$ cat src/hdl/quasi_bidir_port_arbiter_unit_assert.svh
// ----------------------------------------------------------------------------
// quasi_bidir_port_arbiter_unit_assert.svh
// assertion macros used by the port arbiter back end
// ----------------------------------------------------------------------------
`ifndef QUASI_BIDIR_PORT_ARBITER_UNIT_ASSERT_SVH
`define QUASI_BIDIR_PORT_ARBITER_UNIT_ASSERT_SVH

// condition that must hold at every clock edge out of reset
`define QBPA_ASSERT(name, cond, msg) \
  name: assert property (@(posedge clk_i) disable iff (!rst_ni) (cond)) \
    else $error(msg);

// condition in one cycle implies another in the next cycle
`define QBPA_ASSERT_NEXT(name, ante, cons, msg) \
  name: assert property (@(posedge clk_i) disable iff (!rst_ni) (ante) |=> (cons)) \
    else $error(msg);

`endif

$ cat src/hdl/qbpa_pkg.sv
// ----------------------------------------------------------------------------
// qbpa_pkg
// types, codes and helpers of the quasi-bidirectional port arbiter
// ----------------------------------------------------------------------------
package qbpa_pkg;

  // access codes
  typedef enum logic [2:0] {
    ACT_PORT_LATCH_RD = 3'd0,
    ACT_BIT_LATCH_RD  = 3'd1,
    ACT_BIT_PIN_RD    = 3'd2,
    ACT_PORT_PIN_RD   = 3'd3,
    ACT_BIT_WR        = 3'd4,
    ACT_PORT_WR       = 3'd5,
    ACT_CLR_CNT       = 3'd6
  } qbpa_action_e;

  // pin event codes
  typedef enum logic [1:0] {
    EV_NONE       = 2'd0,
    EV_DRIVEN     = 2'd1,
    EV_SUPPRESSED = 2'd2
  } qbpa_event_e;

  localparam logic [7:0]  LATCH_RST = 8'hFF;
  localparam logic [31:0] CNT_MAX   = 32'hFFFF_FFFF;

  // one classified access handed from front to back
  typedef struct packed {
    logic [7:0]  read_data;
    logic [2:0]  port;
    logic [7:0]  diff;
    logic [7:0]  level;
    logic [7:0]  allow;
    logic [7:0]  wtrap;
    logic [31:0] sup_cnt;
    logic [31:0] ana_cnt;
  } qbpa_entry_t;

  // saturating add of a small increment
  function automatic logic [31:0] sat_add(input logic [31:0] cnt, input logic [3:0] inc);
    logic [32:0] sum;
    sum = {1'b0, cnt} + {29'd0, inc};
    return sum[32] ? CNT_MAX : sum[31:0];
  endfunction

endpackage

$ cat src/hdl/qbpa_if.sv
// ----------------------------------------------------------------------------
// qbpa_if
// valid/ready channels for accesses and results of the port arbiter
// ----------------------------------------------------------------------------
interface qbpa_in_if;
  logic       valid;
  logic       ready;
  logic [2:0] action;
  logic [2:0] port;
  logic [2:0] bit_index;
  logic [7:0] write_value;
  logic [7:0] analog_mask;
  logic [7:0] read_trap_mask;
  logic [7:0] read_trap_level;
  logic [7:0] ext_valid_mask;
  logic [7:0] ext_level;
  logic [7:0] pullup_mask;
  logic [7:0] drive_allow_mask;
  logic [7:0] write_trap_mask;

  modport source (
    output valid, action, port, bit_index, write_value, analog_mask, read_trap_mask,
           read_trap_level, ext_valid_mask, ext_level, pullup_mask, drive_allow_mask,
           write_trap_mask,
    input  ready
  );
  modport sink (
    input  valid, action, port, bit_index, write_value, analog_mask, read_trap_mask,
           read_trap_level, ext_valid_mask, ext_level, pullup_mask, drive_allow_mask,
           write_trap_mask,
    output ready
  );
endinterface

interface qbpa_out_if;
  logic        valid;
  logic        ready;
  logic [7:0]  read_data;
  logic [1:0]  event_kind;
  logic [4:0]  pin_key;
  logic        pin_value;
  logic        drive_weak;
  logic        write_trap_fire;
  logic        last;
  logic [31:0] suppressed_count;
  logic [31:0] analog_read_count;
  logic [31:0] diag_total;

  modport source (
    output valid, read_data, event_kind, pin_key, pin_value, drive_weak, write_trap_fire,
           last, suppressed_count, analog_read_count, diag_total,
    input  ready
  );
  modport sink (
    input  valid, read_data, event_kind, pin_key, pin_value, drive_weak, write_trap_fire,
           last, suppressed_count, analog_read_count, diag_total,
    output ready
  );
endinterface

$ cat src/hdl/qbpa_front.sv
// ----------------------------------------------------------------------------
// qbpa_front
// accepts accesses, resolves reads, updates port latches and counters
// ----------------------------------------------------------------------------
module qbpa_front #(
  parameter int NUM_PORTS = 4
) (
  input  logic                  clk_i,
  input  logic                  rst_ni,
  input  logic                  enh_i,
  qbpa_in_if.sink               req,
  output logic                  push_o,
  input  logic                  push_ready_i,
  output qbpa_pkg::qbpa_entry_t entry_o
);
  import qbpa_pkg::*;

  localparam int PW = (NUM_PORTS > 1) ? $clog2(NUM_PORTS) : 1;

  logic [7:0]   latch_q [NUM_PORTS];
  logic [31:0]  sup_q, sup_d;
  logic [31:0]  ana_q, ana_d;

  logic         accept;
  logic         ok;
  logic [PW-1:0] idx;
  logic [7:0]   latch;
  logic [7:0]   ana, pu, pin, allow;
  logic [7:0]   rd_raw, new_latch, diff;
  logic [3:0]   ana_inc, sup_inc;
  logic         wr, clr;
  qbpa_action_e act;

  assign accept    = req.valid && req.ready;
  assign req.ready = push_ready_i;
  assign push_o    = accept;

  // address decode
  assign ok    = ({1'b0, req.port} < 4'(NUM_PORTS));
  assign idx   = req.port[PW-1:0];
  assign latch = ok ? latch_q[idx] : 8'h00;
  assign act   = qbpa_action_e'(req.action);

  // per pin level: analog, read trap, external, pull-up, latch
  assign ana   = (enh_i && ok) ? req.analog_mask : 8'h00;
  assign pu    = enh_i ? req.pullup_mask : 8'h00;
  assign allow = enh_i ? req.drive_allow_mask : 8'hFF;

  always_comb begin
    for (int i = 0; i < 8; i++) begin
      if (ana[i]) begin
        pin[i] = latch[i];
      end else if (req.read_trap_mask[i]) begin
        pin[i] = req.read_trap_level[i];
      end else if (req.ext_valid_mask[i]) begin
        pin[i] = req.ext_level[i];
      end else if (pu[i]) begin
        pin[i] = 1'b1;
      end else begin
        pin[i] = latch[i];
      end
    end
  end

  // access decode
  always_comb begin
    rd_raw    = 8'h00;
    new_latch = latch;
    ana_inc   = 4'd0;
    wr        = 1'b0;
    clr       = 1'b0;
    case (act)
      ACT_PORT_LATCH_RD: rd_raw = latch;
      ACT_BIT_LATCH_RD:  rd_raw = {7'd0, latch[req.bit_index]};
      ACT_BIT_PIN_RD: begin
        rd_raw  = {7'd0, pin[req.bit_index]};
        ana_inc = {3'd0, ana[req.bit_index]};
      end
      ACT_PORT_PIN_RD: begin
        rd_raw  = pin;
        ana_inc = 4'($countones(ana));
      end
      ACT_BIT_WR: begin
        new_latch[req.bit_index] = |req.write_value;
        wr = ok;
      end
      ACT_PORT_WR: begin
        new_latch = req.write_value;
        wr = ok;
      end
      ACT_CLR_CNT: clr = 1'b1;
      default: ;
    endcase
  end

  assign diff    = wr ? (latch ^ new_latch) : 8'h00;
  assign sup_inc = 4'($countones(diff & ~allow));

  // counters after this access
  assign sup_d = clr ? 32'd0 : sat_add(sup_q, sup_inc);
  assign ana_d = clr ? 32'd0 : sat_add(ana_q, ana_inc);

  always_ff @(posedge clk_i or negedge rst_ni) begin
    if (!rst_ni) begin
      sup_q <= 32'd0;
      ana_q <= 32'd0;
      for (int i = 0; i < NUM_PORTS; i++) begin
        latch_q[i] <= LATCH_RST;
      end
    end else if (accept) begin
      sup_q <= sup_d;
      ana_q <= ana_d;
      if (wr) begin
        latch_q[idx] <= new_latch;
      end
    end
  end

  // queue entry
  always_comb begin
    entry_o.read_data = ok ? rd_raw : 8'h00;
    entry_o.port      = req.port;
    entry_o.diff      = diff;
    entry_o.level     = new_latch;
    entry_o.allow     = allow;
    entry_o.wtrap     = req.write_trap_mask;
    entry_o.sup_cnt   = sup_d;
    entry_o.ana_cnt   = ana_d;
  end

endmodule

$ cat src/hdl/qbpa_queue.sv
// ----------------------------------------------------------------------------
// qbpa_queue
// two-entry queue between the front and the back
// ----------------------------------------------------------------------------
module qbpa_queue (
  input  logic                  clk_i,
  input  logic                  rst_ni,
  input  logic                  push_i,
  input  qbpa_pkg::qbpa_entry_t push_data_i,
  output logic                  push_ready_o,
  input  logic                  pop_i,
  output qbpa_pkg::qbpa_entry_t head_o,
  output logic                  head_valid_o
);
  import qbpa_pkg::*;

  qbpa_entry_t mem_q [2];
  logic        wr_ptr_q, rd_ptr_q;
  logic [1:0]  cnt_q;

  assign push_ready_o = (cnt_q != 2'd2);
  assign head_valid_o = (cnt_q != 2'd0);
  assign head_o       = mem_q[rd_ptr_q];

  // pointers and fill count
  always_ff @(posedge clk_i or negedge rst_ni) begin
    if (!rst_ni) begin
      wr_ptr_q <= 1'b0;
      rd_ptr_q <= 1'b0;
      cnt_q    <= 2'd0;
    end else begin
      if (push_i) begin
        wr_ptr_q <= ~wr_ptr_q;
      end
      if (pop_i) begin
        rd_ptr_q <= ~rd_ptr_q;
      end
      case ({push_i, pop_i})
        2'b10:   cnt_q <= cnt_q + 2'd1;
        2'b01:   cnt_q <= cnt_q - 2'd1;
        default: cnt_q <= cnt_q;
      endcase
    end
  end

  // entry storage
  always_ff @(posedge clk_i) begin
    if (push_i) begin
      mem_q[wr_ptr_q] <= push_data_i;
    end
  end

endmodule

$ cat src/hdl/qbpa_back.sv
// ----------------------------------------------------------------------------
// qbpa_back
// expands each access into result beats: one per changed pin, else one beat
// ----------------------------------------------------------------------------
`include "quasi_bidir_port_arbiter_unit_assert.svh"

module qbpa_back (
  input  logic                  clk_i,
  input  logic                  rst_ni,
  input  qbpa_pkg::qbpa_entry_t head_i,
  input  logic                  head_valid_i,
  output logic                  pop_o,
  qbpa_out_if.source            rsp
);
  import qbpa_pkg::*;

  logic [7:0]  sent_q, sent_d;
  logic [7:0]  rem, low;
  logic [2:0]  bidx;
  logic        is_last, load;

  logic        ov_q;
  logic [7:0]  rd_q;
  qbpa_event_e ev_q, ev_d;
  logic [4:0]  key_q, key_d;
  logic        lvl_q, lvl_d, weak_q, weak_d, wtf_q, wtf_d, last_q;
  logic [31:0] sup_q, ana_q, tot_q;

  // lowest pin not yet reported
  assign rem     = head_i.diff & ~sent_q;
  assign low     = rem & (~rem + 8'd1);
  assign is_last = ((rem & ~low) == 8'h00);

  always_comb begin
    bidx = 3'd0;
    for (int i = 0; i < 8; i++) begin
      if (low[i]) begin
        bidx = 3'(i);
      end
    end
  end

  assign load  = head_valid_i && (!ov_q || rsp.ready);
  assign pop_o = load && is_last;

  always_comb begin
    sent_d = sent_q;
    if (load) begin
      sent_d = is_last ? 8'h00 : (sent_q | low);
    end
  end

  // event fields of the next beat
  always_comb begin
    ev_d   = EV_NONE;
    key_d  = 5'd0;
    lvl_d  = 1'b0;
    weak_d = 1'b0;
    wtf_d  = 1'b0;
    if (low != 8'h00) begin
      key_d = {head_i.port[1:0], bidx};
      lvl_d = head_i.level[bidx];
      wtf_d = head_i.wtrap[bidx];
      if (head_i.allow[bidx]) begin
        ev_d   = EV_DRIVEN;
        weak_d = head_i.level[bidx];
      end else begin
        ev_d   = EV_SUPPRESSED;
      end
    end
  end

  // output valid and progress
  always_ff @(posedge clk_i or negedge rst_ni) begin
    if (!rst_ni) begin
      ov_q   <= 1'b0;
      sent_q <= 8'h00;
    end else begin
      sent_q <= sent_d;
      if (load) begin
        ov_q <= 1'b1;
      end else if (rsp.ready) begin
        ov_q <= 1'b0;
      end
    end
  end

  // output payload
  always_ff @(posedge clk_i) begin
    if (load) begin
      rd_q   <= head_i.read_data;
      ev_q   <= ev_d;
      key_q  <= key_d;
      lvl_q  <= lvl_d;
      weak_q <= weak_d;
      wtf_q  <= wtf_d;
      last_q <= is_last;
      sup_q  <= head_i.sup_cnt;
      ana_q  <= head_i.ana_cnt;
      tot_q  <= head_i.sup_cnt + head_i.ana_cnt;
    end
  end

  assign rsp.valid             = ov_q;
  assign rsp.read_data         = rd_q;
  assign rsp.event_kind        = ev_q;
  assign rsp.pin_key           = key_q;
  assign rsp.pin_value         = lvl_q;
  assign rsp.drive_weak        = weak_q;
  assign rsp.write_trap_fire   = wtf_q;
  assign rsp.last              = last_q;
  assign rsp.suppressed_count  = sup_q;
  assign rsp.analog_read_count = ana_q;
  assign rsp.diag_total        = tot_q;

  `QBPA_ASSERT(a_sent_in_diff, !head_valid_i || ((sent_q & ~head_i.diff) == 8'h00), "reported pin outside the changed set")
  `QBPA_ASSERT(a_sent_needs_head, (sent_q == 8'h00) || head_valid_i, "pin progress left without a pending access")
  `QBPA_ASSERT(a_none_is_last, !(ov_q && (ev_q == EV_NONE)) || last_q, "beat without pin event is not the final beat")
  `QBPA_ASSERT_NEXT(a_last_clears, load && is_last, sent_q == 8'h00, "pin progress not cleared after final beat")

endmodule

$ cat src/hdl/quasi_bidir_port_arbiter_unit.sv
// ----------------------------------------------------------------------------
// quasi_bidir_port_arbiter_unit
// quasi-bidirectional gpio port block with latches and diagnostic counters
// ----------------------------------------------------------------------------
// An access is taken in any cycle in which the two-entry queue has room; its
// beats are registered in the back end. While the result channel is ready,
// reads, counter clears, unchanged writes and writes to absent ports give one
// beat and run at one access per clock, and a port write that changes k pins
// gives k beats, lowest pin first, one per clock; the back end expansion stage
// sets this figure and the front end stalls once the queue fills behind it.
// Latches and counters are updated at acceptance, and every beat carries the
// counter values after its access. enhanced_io is a plain register that the
// user must write only with the block idle; the block does not enforce this.
module quasi_bidir_port_arbiter_unit #(
  parameter int NUM_PORTS = 4
) (
  input  logic       clk_i,
  input  logic       rst_ni,
  input  logic       cfg_we_i,
  input  logic       cfg_wdata_i,
  qbpa_in_if.sink    req_i,
  qbpa_out_if.source rsp_o
);
  import qbpa_pkg::*;

  logic        enh_q;
  logic        push, push_ready, pop, head_valid;
  qbpa_entry_t push_data, head;

  // configuration register
  always_ff @(posedge clk_i or negedge rst_ni) begin
    if (!rst_ni) begin
      enh_q <= 1'b0;
    end else if (cfg_we_i) begin
      enh_q <= cfg_wdata_i;
    end
  end

  // front end: accept and classify
  qbpa_front #(
    .NUM_PORTS (NUM_PORTS)
  ) u_front (
    .clk_i        (clk_i),
    .rst_ni       (rst_ni),
    .enh_i        (enh_q),
    .req          (req_i),
    .push_o       (push),
    .push_ready_i (push_ready),
    .entry_o      (push_data)
  );

  // queue between the two halves
  qbpa_queue u_queue (
    .clk_i        (clk_i),
    .rst_ni       (rst_ni),
    .push_i       (push),
    .push_data_i  (push_data),
    .push_ready_o (push_ready),
    .pop_i        (pop),
    .head_o       (head),
    .head_valid_o (head_valid)
  );

  // back end: result beats
  qbpa_back u_back (
    .clk_i        (clk_i),
    .rst_ni       (rst_ni),
    .head_i       (head),
    .head_valid_i (head_valid),
    .pop_o        (pop),
    .rsp          (rsp_o)
  );

endmodule

$ cat src/flat_wrapper.sv
// flat-port wrapper written by rule: the top's interface ports become plain ports
module quasi_bidir_port_arbiter_unit_flat import qbpa_pkg::*;
#(
  parameter int NUM_PORTS = 4
)
  (clk_i, rst_ni, cfg_we_i, cfg_wdata_i, req_i_valid, req_i_action, req_i_port, req_i_bit_index, req_i_write_value, req_i_analog_mask, req_i_read_trap_mask, req_i_read_trap_level, req_i_ext_valid_mask, req_i_ext_level, req_i_pullup_mask, req_i_drive_allow_mask, req_i_write_trap_mask, req_i_ready, rsp_o_valid, rsp_o_read_data, rsp_o_event_kind, rsp_o_pin_key, rsp_o_pin_value, rsp_o_drive_weak, rsp_o_write_trap_fire, rsp_o_last, rsp_o_suppressed_count, rsp_o_analog_read_count, rsp_o_diag_total, rsp_o_ready);
  qbpa_in_if req_i_i ();
  qbpa_out_if rsp_o_i ();
  input  logic clk_i;
  input  logic rst_ni;
  input  logic cfg_we_i;
  input  logic cfg_wdata_i;
  input wire logic [$bits(req_i_i.valid)-1:0] req_i_valid;
  input wire logic [$bits(req_i_i.action)-1:0] req_i_action;
  input wire logic [$bits(req_i_i.port)-1:0] req_i_port;
  input wire logic [$bits(req_i_i.bit_index)-1:0] req_i_bit_index;
  input wire logic [$bits(req_i_i.write_value)-1:0] req_i_write_value;
  input wire logic [$bits(req_i_i.analog_mask)-1:0] req_i_analog_mask;
  input wire logic [$bits(req_i_i.read_trap_mask)-1:0] req_i_read_trap_mask;
  input wire logic [$bits(req_i_i.read_trap_level)-1:0] req_i_read_trap_level;
  input wire logic [$bits(req_i_i.ext_valid_mask)-1:0] req_i_ext_valid_mask;
  input wire logic [$bits(req_i_i.ext_level)-1:0] req_i_ext_level;
  input wire logic [$bits(req_i_i.pullup_mask)-1:0] req_i_pullup_mask;
  input wire logic [$bits(req_i_i.drive_allow_mask)-1:0] req_i_drive_allow_mask;
  input wire logic [$bits(req_i_i.write_trap_mask)-1:0] req_i_write_trap_mask;
  output wire logic [$bits(req_i_i.ready)-1:0] req_i_ready;
  output wire logic [$bits(rsp_o_i.valid)-1:0] rsp_o_valid;
  output wire logic [$bits(rsp_o_i.read_data)-1:0] rsp_o_read_data;
  output wire logic [$bits(rsp_o_i.event_kind)-1:0] rsp_o_event_kind;
  output wire logic [$bits(rsp_o_i.pin_key)-1:0] rsp_o_pin_key;
  output wire logic [$bits(rsp_o_i.pin_value)-1:0] rsp_o_pin_value;
  output wire logic [$bits(rsp_o_i.drive_weak)-1:0] rsp_o_drive_weak;
  output wire logic [$bits(rsp_o_i.write_trap_fire)-1:0] rsp_o_write_trap_fire;
  output wire logic [$bits(rsp_o_i.last)-1:0] rsp_o_last;
  output wire logic [$bits(rsp_o_i.suppressed_count)-1:0] rsp_o_suppressed_count;
  output wire logic [$bits(rsp_o_i.analog_read_count)-1:0] rsp_o_analog_read_count;
  output wire logic [$bits(rsp_o_i.diag_total)-1:0] rsp_o_diag_total;
  input wire logic [$bits(rsp_o_i.ready)-1:0] rsp_o_ready;
  assign req_i_i.valid = req_i_valid;
  assign req_i_i.action = req_i_action;
  assign req_i_i.port = req_i_port;
  assign req_i_i.bit_index = req_i_bit_index;
  assign req_i_i.write_value = req_i_write_value;
  assign req_i_i.analog_mask = req_i_analog_mask;
  assign req_i_i.read_trap_mask = req_i_read_trap_mask;
  assign req_i_i.read_trap_level = req_i_read_trap_level;
  assign req_i_i.ext_valid_mask = req_i_ext_valid_mask;
  assign req_i_i.ext_level = req_i_ext_level;
  assign req_i_i.pullup_mask = req_i_pullup_mask;
  assign req_i_i.drive_allow_mask = req_i_drive_allow_mask;
  assign req_i_i.write_trap_mask = req_i_write_trap_mask;
  assign req_i_ready = req_i_i.ready;
  assign rsp_o_valid = rsp_o_i.valid;
  assign rsp_o_read_data = rsp_o_i.read_data;
  assign rsp_o_event_kind = rsp_o_i.event_kind;
  assign rsp_o_pin_key = rsp_o_i.pin_key;
  assign rsp_o_pin_value = rsp_o_i.pin_value;
  assign rsp_o_drive_weak = rsp_o_i.drive_weak;
  assign rsp_o_write_trap_fire = rsp_o_i.write_trap_fire;
  assign rsp_o_last = rsp_o_i.last;
  assign rsp_o_suppressed_count = rsp_o_i.suppressed_count;
  assign rsp_o_analog_read_count = rsp_o_i.analog_read_count;
  assign rsp_o_diag_total = rsp_o_i.diag_total;
  assign rsp_o_i.ready = rsp_o_ready;
  quasi_bidir_port_arbiter_unit #(.NUM_PORTS(NUM_PORTS)) u_core (.clk_i(clk_i), .rst_ni(rst_ni), .cfg_we_i(cfg_we_i), .cfg_wdata_i(cfg_wdata_i), .req_i(req_i_i), .rsp_o(rsp_o_i));
endmodule
$ cat config.mk
export PLATFORM = sky130hd
export DESIGN_NAME = quasi_bidir_port_arbiter_unit_flat
export DESIGN_NICKNAME = d
export VERILOG_FILES = /design/src/hdl/qbpa_pkg.sv /design/src/hdl/qbpa_if.sv /design/src/hdl/qbpa_front.sv /design/src/hdl/qbpa_queue.sv /design/src/hdl/qbpa_back.sv /design/src/hdl/quasi_bidir_port_arbiter_unit.sv /design/src/flat_wrapper.sv
export VERILOG_INCLUDE_DIRS = /design/src /design/src/hdl
export SDC_FILE = /design/constraint.sdc
export NUM_CORES = 1
export LEC_CHECK = 0
export ABC_CLOCK_PERIOD_IN_PS = 18700
export BUFFER_PORTS_ARGS = -buffer_cell sky130_fd_sc_hd__buf_4
export CAP_MARGIN = 25
export CORE_UTILIZATION = 45
export CTS_BUF_LIST = sky130_fd_sc_hd__clkbuf_4 sky130_fd_sc_hd__clkbuf_8 sky130_fd_sc_hd__clkbuf_16
export DETAILED_ROUTE_END_ITERATION = 12
export PLACE_DENSITY = 0.6
export REMOVE_ABC_BUFFERS = 1
export SLEW_MARGIN = 20
export SYNTH_ARGS = -nofsm -noshare
export SYNTH_HDL_FRONTEND = slang
export SYNTH_SLANG_ARGS = --single-unit
$ cat constraint.sdc
create_clock -name clk_i -period 18.7 [get_ports clk_i]
set_input_delay 0 -clock clk_i [delete_from_list [all_inputs] [get_ports clk_i]]
set_output_delay 0 -clock clk_i [all_outputs]
set_load 0.01 [all_outputs]
==> reports/metrics.cfg <==
[run_status]
run_status=finished, violations left
violated_checks=design-rule violations

[die]
num_io_pins=204
die-width_um=220
core-area_sq_um=46800
die_area_sq_um=48500
initial_utilization_pct=45.9
chipHeight_um=220
rows=79

[layout]
area_delta_synth_final_pct=18.2
drive_above_1_share_pct=26.1
filler_cell_count=4011
nets=2074
sequential_cell_area_sq_um=12600
n_antenna_cell=0
multi_input_area_sq_um=8290

[place]
routabilityCongestion=0.843
dpl.hpwl_um=34200
numPortBuffers=203
dpl_worst_slack_ps=11980

[sta]
tightestPinTransition_ps=1050
timing.final.ws_setup_ps=11970
layout_min_cycle_time_ps=6730
max_clock_freq_mhz=149
report.final.slew_viol_count=0
count_of_endpoints_failing_hold_in_the_final_timing_report=0
post-route-period-util_pct=36.0
timing.setup.tns_ps=0
max_transition_margin_pct=29.4
worst_clock_skew_ps=21.8
grt_setup_unrepaired=false
setup_viol=0

[grt]
globalRouteTotalUtil_pct=21.2
antenna_found_initial=0
grt_overflow=0
grt_first_pass_wirelength_um=79600
number_of_global_route_vias_before_repair=14198
grt_max_degree=89

[pwr]
ir_drop_v=0.000113
power_density_nw_per_um2=151
p_leak_nw=9.78

[synth]
post_synth_most_frequent_cells=edfxtp_1 (327), a21oi_1 (179), nor2_1 (119)
synth_sequential_area_ratio_pct=58.8
syn-instance-count=1713
synth.lib_cells_used.distinct=87
post-synth-top-area-cell=edfxtp_1
synth-edff-count=327
syn-mean-instance-area_sq_um=12.5
ys.flop_type=edfxtp_1
async_reset_ff_share_pct=25.2
synthMostInstantiatedCell=edfxtp_1
synth_seq_cells=437
synthTopCellsByArea=edfxtp_1 (46%), dfrtp_1 (9.1%), mux2_2 (5.9%)
netlist_area_sq_um=21400
synth.yosys.warnings=0
netlist.area_leader.share_pct=45.8

[setup_path]
crit_arrival_ps=7260
worst_setup_path_end_kind=flip-flop
rr_startpoint=u_core.u_front.latch_q[2]
ff2ff_path_depth=23
reg2reg_to=u_core.u_front.sup_q[1]
crit_required_ps=19230
worst_setup_path_start_kind=flip-flop
timing.reg2reg.setup_slack_ps=11970
critical_path_peak_fanout=44
worst-setup-path-type=reg -> reg

[drt]
vias=14263
detail_route.drc_violations=11
drtAntennaViolNets=0
dr.first_iter.drc_count=921
detail_routed_net_length_per_standard_cell_um=19.7
routed_wirelength_um=50700
firstDrtPassIters=10
avgViaCountPerCell=5.53

[clocking]
cts.clk_slew.worst_paths_ps=60
cts-htree-levels=2
worstSkewPairLatency_ps=600
cts_repair_resize_count=0
clock-sinks=437
number_of_cts_inserted_buffers=48
cts_tree=done
clockRootBuffer=clkbuf_16
cts_post_setup_buffers_inserted=0
post_cts_hold_buffer_count=27
clk_path_buf_depth=3

[worst_hold_path]
type_of_the_tightest_min_delay_check=in -> reg
end_point_of_the_most_critical_hold_path=u_core.u_queue.mem_q[1][92]
worst_hold_startpoint=req_i_write_value[4]
min_path_cells=5

[job]
max-cap-violations=0

-- cell type report --
class	count	area share [%]
inverter	56	0.839
clock inverter	26	0.829
clock buffer	64	5.33
timing repair buffer	245	7.55
tap	607	3.00
multi-input combinational	1143	32.7
sequential	437	49.8
-- cells by family after synthesis --
| group | after synthesis | synth area share [%] |
|---|---|---|
| multiplexers | 154 | 9.03 |
| AND/OR/NAND/NOR | 411 | 9.41 |
| flip-flops | 437 | 58.8 |
| XOR/XNOR | 94 | 3.91 |
| buffers and inverters | 133 | 2.63 |
| adder cells (fa/ha/maj) | 57 | 3.70 |
| AO/OA/AOI/OAI | 427 | 12.5 |
-- cell usage in the layout, fill, tap and decap left out, types with 48 or more instances in the layout --
| cell type | count |
|---|---|
| edfxtp_1 | 327 |
| buf_4 | 217 |
| a21oi_1 | 179 |
| nor2_1 | 118 |
| mux2_2 | 113 |
| nand2_1 | 108 |
| dfrtp_1 | 77 |
| o21ai_0 | 76 |
| xnor2_1 | 60 |
| inv_1 | 54 |
| clkbuf_16 | 48 |
-- registers in the layout, summed over array words and instances, names as in the netlist, 2 cells and up --
register,flops
u_core.u_queue.cnt_q,2
u_core.u_front.sup_q,32
u_core.u_queue.mem_q,212
u_core.u_back.rsp.suppressed_count,32
u_core.u_back.rsp.pin_key,5
u_core.u_back.rsp.analog_read_count,32
u_core.u_back.rsp.event_kind,2
u_core.u_front.ana_q,32
u_core.u_back.sent_q,8
u_core.u_front.latch_q,32
u_core.u_back.rsp.diag_total,32
u_core.u_back.rsp.read_data,8
-- power by group --
group	switching (W)	internal, W	total [W]
Clock	0.000390	0.000540	0.000929
Sequential	0.0000938	0.00143	0.00152
Combinational	0.000782	0.000595	0.00138
Total	0.00127	0.00256	0.00383
-- how the worst max path moves through the flow --
stage / to / start / slack, ps
global route: u_core.u_front.sup_q[1] / u_core.u_front.latch_q[2] / 11610
detailed placement: u_core.u_front.sup_q[1] / req_i_bit_index[2] / 11980
floorplan: u_core.u_queue.mem_q[0][0] / u_core.u_queue.cnt_q[0] / 11000
CTS: u_core.u_front.sup_q[1] / u_core.u_front.latch_q[2] / 12020
finish: u_core.u_front.sup_q[1] / u_core.u_front.latch_q[2] / 11970
global placement: u_core.u_front.sup_q[1] / req_i_bit_index[2] / 12120
-- worst max-delay path, cell delays in order, from the launching register on --
cell     delay (ps)
dfstp_2         370
mux4_2          590
nand2_1         100
o31ai_1          60
o21ai_0         350
nor3_1          110
fa_1            510
inv_1            60
fa_1            530
inv_1            60
fa_1            530
inv_1            50
fa_1            470
fa_1            430
nor2b_1         140
o21ai_0         130
a21oi_2         320
nand4_1         340
nor3_2          460
nand2_1         220
buf_4           360
a21oi_1         310
nand2_1          90
nand2_1          80
-- through the flow --
step	std cells	hold slack [ps]	util, %	cell area, sq um	total power [W]
after global routing	2578	14.1	54.2	25400	0.00406
after detailed placement	2460	188	50.3	23500	0.00293
after global placement	2460	186	50.3	23500	0.00291
final	2578	24.8	54.2	25400	0.00383
after CTS	2577	4.62	54.2	25300	0.00388
after floorplan	1636	-296	-	21100	0.00245
-- metal layers --
metal	vias up	GRT usage, %	part of all wire (%)
li1	6840	-	-
met1	7036	29.4	46
met2	319	34.4	48
met3	68	3.45	4.3
met4	0	6.00	2.2
met5	-	0	0
Power figures use the tool's default switching activity.
